--- src/design/aec_pkg.sv ---
`timescale 1ns / 1ps
// aec_pkg: shared types and constants for the antialias edge classifier
// no dependencies; imported by every module of the block

package aec_pkg;

	localparam int PIX_W = 8;
	localparam int ROW_W = 12;
	localparam int FW_W  = 11;
	localparam int TH_W  = 8;
	localparam int CFG_W = 12;
	localparam int IDX_W = 2;

	localparam logic [FW_W-1:0]  FRAME_WIDTH_RST    = 11'd640;
	localparam logic [ROW_W-1:0] FRAME_HEIGHT_RST   = 12'd480;
	localparam logic [TH_W-1:0]  EDGE_THRESHOLD_RST = 8'd12;

	// edge class codes
	localparam logic [2:0] EC_NONE       = 3'd0;
	localparam logic [2:0] EC_TIP        = 3'd1;
	localparam logic [2:0] EC_BORDER     = 3'd2;
	localparam logic [2:0] EC_BORDER_TIP = 3'd3;
	localparam logic [2:0] EC_CORNER     = 3'd4;

	// false-edge class codes
	localparam logic [1:0] FC_NONE   = 2'd0;
	localparam logic [1:0] FC_TIP    = 2'd1;
	localparam logic [1:0] FC_BORDER = 2'd2;
	localparam logic [1:0] FC_CORNER = 2'd3;

	typedef logic [PIX_W-1:0] pixel_t;

	typedef enum logic [IDX_W-1:0] {
		REG_FRAME_WIDTH    = 2'd0,
		REG_FRAME_HEIGHT   = 2'd1,
		REG_EDGE_THRESHOLD = 2'd2
	} cfg_reg_t;

	typedef enum logic [1:0] {
		MARK_NONE   = 2'd0,
		MARK_TIP    = 2'd1,
		MARK_BORDER = 2'd2
	} mark_t;

	// position of the pixel in the frame, decoded when it is accepted
	typedef struct packed {
		logic has_result; // row >= 1
		logic row_ge2;
		logic row_ge3;
		logic last_row;
		logic col_ge1;
		logic col_ge2;
		logic col_inner;  // 1 <= col <= width - 2
		logic col_last;
	} pos_flags_t;

	typedef struct packed {
		logic [2:0] edge_class;
		logic [1:0] false_edge_class;
	} class_t;

endpackage

--- src/design/aec_classify.sv ---
`timescale 1ns / 1ps
// aec_classify: threshold tests, border/tip marks and class encoding
// for one pixel of the row above and one of the last row; uses aec_pkg

module aec_classify
	import aec_pkg::*;
(
	input  pos_flags_t      flags,
	input  logic [TH_W-1:0] threshold,
	input  pixel_t          mc,
	input  pixel_t          ml,
	input  pixel_t          mr,
	input  pixel_t          up,
	input  pixel_t          cur,
	output class_t          main_class,
	output class_t          tail_class
);

	function automatic logic is_edge(pixel_t s, pixel_t o, logic [TH_W-1:0] th);
		pixel_t d;
		d = (s > o) ? (s - o) : (o - s);
		return d > th;
	endfunction

	// darker pixel of the pair is border
	function automatic mark_t pair_mark(pixel_t s, pixel_t o);
		return (s < o) ? MARK_BORDER : MARK_TIP;
	endfunction

	function automatic mark_t axis_mark(pixel_t s, pixel_t b, pixel_t a, logic after_en,
		logic before_en, logic [TH_W-1:0] th);
		mark_t m;
		if (after_en && is_edge(s, a, th)) begin
			m = pair_mark(s, a);
		end else if (before_en && is_edge(s, b, th)) begin
			m = pair_mark(s, b);
		end else begin
			m = MARK_NONE;
		end
		return m;
	endfunction

	function automatic class_t encode(mark_t dx, mark_t dy);
		logic [1:0] borders;
		logic [1:0] tips;
		class_t     c;
		borders = 2'((dx == MARK_BORDER)) + 2'((dy == MARK_BORDER));
		tips    = 2'((dx == MARK_TIP)) + 2'((dy == MARK_TIP));
		if (borders == 2'd2) begin
			c.edge_class = EC_CORNER;
		end else if (borders == 2'd1) begin
			c.edge_class = (tips != 2'd0) ? EC_BORDER_TIP : EC_BORDER;
		end else begin
			c.edge_class = (tips != 2'd0) ? EC_TIP : EC_NONE;
		end
		if (tips == 2'd2) begin
			c.false_edge_class = FC_CORNER;
		end else if (borders != 2'd0) begin
			c.false_edge_class = FC_TIP;
		end else if (tips != 2'd0) begin
			c.false_edge_class = FC_BORDER;
		end else begin
			c.false_edge_class = FC_NONE;
		end
		return c;
	endfunction

	mark_t dx, dy, dy_tail;

	// horizontal mark on interior rows, vertical on interior columns
	always_comb begin
		dx = flags.row_ge2
			? axis_mark(mc, ml, mr, flags.col_inner, flags.col_ge2, threshold) : MARK_NONE;
		dy = flags.col_inner
			? axis_mark(mc, up, cur, flags.row_ge2, flags.row_ge3, threshold) : MARK_NONE;
		// last row pixel only has its upper neighbor
		dy_tail = (flags.col_inner && is_edge(cur, mc, threshold))
			? pair_mark(cur, mc) : MARK_NONE;
	end

	assign main_class = encode(dx, dy);
	assign tail_class = encode(MARK_NONE, dy_tail);

endmodule

--- config.mk ---
export PLATFORM = sky130hd
export DESIGN_NAME = aec_classify
export DESIGN_NICKNAME = d
export VERILOG_FILES = /design/src/design/aec_pkg.sv /design/src/design/aec_classify.sv
export SDC_FILE = /design/constraint.sdc
export NUM_CORES = 1
export LEC_CHECK = 0
export BUFFER_PORTS_ARGS = -buffer_cell sky130_fd_sc_hd__buf_2
export CAP_MARGIN = 20
export CORE_ASPECT_RATIO = 2
export CORE_MARGIN = 2
export CORE_UTILIZATION = 32
export DETAILED_ROUTE_END_ITERATION = 8
export GPL_TIMING_DRIVEN = 0
export PLACE_DENSITY = 0.47
export SYNTH_ARGS = -nofsm -noshare
export SYNTH_HDL_FRONTEND = slang
export SYNTH_SLANG_ARGS = --single-unit
--- constraint.sdc ---
create_clock -name vclk -period 6
set_input_delay 0.6 -clock vclk [all_inputs]
set_output_delay 0.6 -clock vclk [all_outputs]
set_load 0.01 [all_outputs]
After elaboration in Yosys (flattened, before gate mapping)
Cells that the tools add are included.

operators by class
  add/subtract/negate cells = 10
  magnitude comparators = 15
  eq/ne operators = 9
  mux-type cells = 29
  reductions and logical operators = 7

operator list
  cell                                           number
  > comparator 8 bit                             10
  subtractor 8 bit                               8
  < comparator 8 bit                             5
  two-way mux 8 bit                              5
  two-way mux 2 bit                              19
  == test 2 bit, second input constant           5
  == test 2 x 1 -> 1 bit, second input constant  4
  logical AND 1 bit                              5
  adder 1 x 1 -> 2 bit                           2
  two-way mux 1 bit                              4
  nonzero test 2 bit                             2
  two-way mux 3 bit                              1

storage, ports and cells
  flip-flop bits (word level) = 0
  input bits = 56
  word-level logic and storage cells = 70

Longest topological paths before layout
  depth in word-level cells = 13
  gate-level depth with buffers = 22
  depth with buffers taken out = 21

Worst setup path after synthesis
No wires, ideal clock.

  path kind = input to output
  start point = input mc[0]
  end point = output main_class[2] (netlist bit)
  data arrival time = 4395 ps
  data required time = 5400 ps
  setup slack = 1005 ps
  stages on the path = 19
  buffers on the path = 0
  cells stage by stage = inv_1 > ha_1 > inv_1 > fa_1 > nand3_1 > a21oi_2 > o31ai_4 > mux2_4 > a221o_1 > o31a_1 > o221a_1 > ha_1 > a21oi_1 > o21ai_0 > o211ai_1 > o22ai_1 > and2_1 > ha_1 > a21oi_1

RTL lines
  item                RTL line            text
  start: declaration  aec_classify.sv:10  input pixel_t mc,
  end: declaration    aec_classify.sv:15  output class_t main_class,

==> impl_results.rst <==
.. list-table::
   :header-rows: 1

   * - Metric
     - Value
   * - Outcome
     - finished clean
   * - Final standard cell area without fillers
     - 4290 um^2
   * - Share of total power consumed by net switching
     - 54.6%
   * - Cell type contributing the most total cell area after synthesis
     - sky130_fd_sc_hd__ha_1
   * - Highest net fanout along the worst path
     - 10
   * - Count of fill cells added during filler insertion
     - 1241
   * - Per-instance average area after synthesis
     - 7.83 um^2
   * - Via count of the routed design
     - 3588
   * - Final worst-path setup slack
     - 0.270 ns
   * - Routed via count divided by cell count
     - between 5 and 6
   * - Final hold slack
     - ~1.6 ns
   * - Highest attainable clock frequency
     - 175 MHz
   * - Max Transition Viols Final
     - 0
   * - Most common cell after layout, fill and taps aside
     - sky130_fd_sc_hd__ha_1
   * - Power dissipated by switching net loads
     - slightly above 0.3 mW
   * - Number of endpoints with negative hold slack in the final report
     - 0
   * - Die height
     - 156 um
   * - Cell area after placement
     - 4190 um^2
   * - Number of max-capacitance violations reported
     - 0
   * - Wire length of the first global-routing pass
     - 18300 um
   * - Combinational group share of total power
     - 100.0%
   * - Synthesized netlist net count
     - roughly 640
   * - Number of diodes added for antenna fixing
     - 0
   * - Detailed placer's ending HPWL
     - 10000 um
   * - Seq_cells
     - 0
   * - Vias in the first global route
     - between 3000 and 4000
   * - Fraction of the yosys area taken by sequential cells
     - 0%
   * - Capture point of the worst path
     - main_class[1]
   * - Final net count
     - 705
   * - Register area
     - 0 um^2
   * - Transition time at the pin with the least slew margin
     - approximately 0.77 ns
   * - Worst IR drop on VDD
     - 0.0435 mV
   * - GR Util met3
     - less than 1%
   * - Post-layout utilization of the core
     - 38.0%
   * - Unrepaired setup endpoints after global routing
     - false
   * - Share of power burned in registers
     - 0%
   * - Clock buffer count in the final layout
     - 0
   * - Worst Path Class, Setup
     - input pin to primary output
   * - Routing usage on met2
     - 36.6%
   * - Routability congestion estimate
     - around 0.82
   * - Busiest metal layer after global routing
     - met2
   * - Final setup violation count
     - 0
   * - Crit path cell chain
     - buf_2 > inv_1 > ha_1 > clkbuf_1 > a21o_1 > a21o_1 > a211o_1 > o21ai_1 > buf_4 > mux2_2 > a311oi_1 > xnor2_1 > ha_1 > nand4_1 > a21o_1 > a2111oi_2 > a21o_1 > nand2_1 > ha_1 > a41oi_1 > a21oi_1 > buf_2
   * - Endpoint kind of the worst setup timing path
     - primary output
   * - Total wire length after detailed routing
     - about 12000 um
   * - Syn Inst Count
     - ~470
   * - Power per cell area
     - 131 nW/um^2
   * - Highest cell delay on the worst timing path
     - 0.36 ns
   * - Commonest non-fill, non-tap cells in the layout
     - sky130_fd_sc_hd__ha_1, sky130_fd_sc_hd__buf_2, sky130_fd_sc_hd__inv_1
   * - Yosys top cell area share
     - 34.5%
   * - Antenna-violating nets left
     - 0
   * - Global-route track usage on met1
     - 20.9%
   * - Total Routing Usage GR
     - 18.7%
   * - Part of the power in the clock network
     - 0%
   * - CP startpoint
     - mc[2]
   * - Type of the worst min-delay path
     - input pin to primary output
   * - Buffers added on ports
     - 61
   * - Static leakage power
     - 2.23 nW
   * - Minimum clock period after layout
     - between 5 and 6 ns
   * - Antenna violations before repair
     - 0
   * - Setup slack at placement
     - -0.0645 ns
   * - Required time at the endpoint of the critical path
     - 5.40 ns
   * - Rel. slew slack
     - 48.3%
   * - Internal power consumption
     - 0.256 mW
   * - Detailed-routing iteration count for the pre-antenna-repair pass
     - 4
   * - Area added between synthesis and finish
     - 15.9%
   * - Cells taking the most area after synthesis
     - sky130_fd_sc_hd__ha_1, sky130_fd_sc_hd__inv_1, sky130_fd_sc_hd__xnor2_1
   * - Share of the cycle needed by the critical path after routing
     - 95.5%
   * - Die Span X
     - 80.1 um
   * - Count of unresolved DRC violations after routing
     - 0
   * - DRC marker count from the first detailed-route iteration
     - 161
   * - Synth cell types
     - 56
   * - Maximum number of pins on one net before global-route repair
     - 11
   * - Ys Warns
     - 0
   * - I/O pin total
     - 66
   * - Kind of launch point of the worst setup path
     - input pin
   * - Post-detailed-route wirelength per cell
     - 17.1 um
   * - Post-synthesis instance area
     - 3700 um^2
   * - Die area
     - between 10000 and 15000 um^2
   * - Critical Path AT
     - 5.13 ns
   * - CP dominant cell by count
     - sky130_fd_sc_hd__a21o_1
   * - Share of layout cells above drive strength 1
     - 20.3%
   * - Global route total overflow
     - 0
   * - Core box area
     - 11300 um^2
   * - Critical-path top delay cell
     - sky130_fd_sc_hd__a2111oi_2
   * - Fin Setup TNS
     - 0 ns
   * - Number of rows in the core area
     - 55
   * - Initial cell density of the core
     - 32.8%
-- cells in the mapped netlist (all sizes together), types with 3 or more instances --
master,count
a211o,3
a211oi,7
a21o,21
a21oi,39
a31oi,3
and2,4
and4,3
buf,6
clkbuf,9
fa,8
ha,102
inv,62
mux2,17
mux2i,12
nand2,20
nand4,16
nor2,20
nor2b,9
nor3,6
o211ai,7
o21a,4
o21ai,28
o22ai,3
o31ai,3
xnor2,25
xor2,4
-- final cells by class --
cell class         count  area, um^2  share of cell area [%]
multi-input cells    396        3450                    80.3
plain buffers         13        68.8                    1.60
inverters             62         244                    5.68
repair buffers        66         355                    8.28
well taps            142         178                    4.14
-- through the flow --
stage               cells  total power, mW
floorplan             473            0.402
global placement      676            0.537
detailed placement    676            0.550
CTS                   679            0.556
global route          679            0.639
finish                679            0.564
-- worst min path at each step --
stage | from | end | slack (ns) | cells past startpoint
detailed placement | flags[6] | main_class[2] | 1.62 | 4
floorplan | flags[6] | main_class[1] | 1.36 | 2
finish | flags[6] | main_class[2] | 1.62 | 4
CTS | flags[6] | main_class[2] | 1.62 | 4
global route | flags[6] | main_class[2] | 1.65 | 4
global placement | flags[6] | main_class[2] | 1.61 | 4
-- critical path: cells and delay by family --
kind            cells  cell delay [ns]
mux                 1             0.35
compound gates     10             2.11
simple gates        2             0.19
xor+xnor            1             0.12
buf+inv             5             0.93
fa+ha+maj           3             0.82
-- power groups by stage --
stage | clock [mW] | combinational, mW | sequential (mW)
2_1_floorplan | 0 | 0.402 | 0
3_3_place_gp | 0 | 0.537 | 0
3_5_place_dp | 0 | 0.550 | 0
4_1_cts | 0 | 0.556 | 0
5_1_grt | 0 | 0.639 | 0
6_report | 0 | 0.564 | 0
-- timing repair --
action / 4_1_cts / 5_1_grt
gates resized for setup: 2 / 13
buffers inserted: 3 / 2
hold buffers: 0 / 0
endpoints found under the setup margin: 2 / 5
pin swaps: 0 / 1
-- metal layers --
| metal | share of wire (%) | wire [um] | up-vias |
|---|---|---|---|
| met5 | 0 | 0 | - |
| met4 | 3.4 | 395 | 0 |
| met3 | 4.1 | 473 | 17 |
| met2 | 54 | 6310 | 87 |
| met1 | 38 | 4430 | 1650 |
| li1 | - | - | 1834 |
-- cells by family (layout without fill, tap and decap cells) --
logic type,count (synthesis),in the layout,synth area share (%)
and+or+nand+nor,89,89,12.5
AOI/OAI and AO/OA,138,138,24.9
other,1,1,0.101
adders and majority gates,110,110,38.8
xor gates and xnor gates,29,29,6.86
muxes,29,29,8.51
buffers and inverters,77,141,8.28
(Power assumes the default switching activity.)
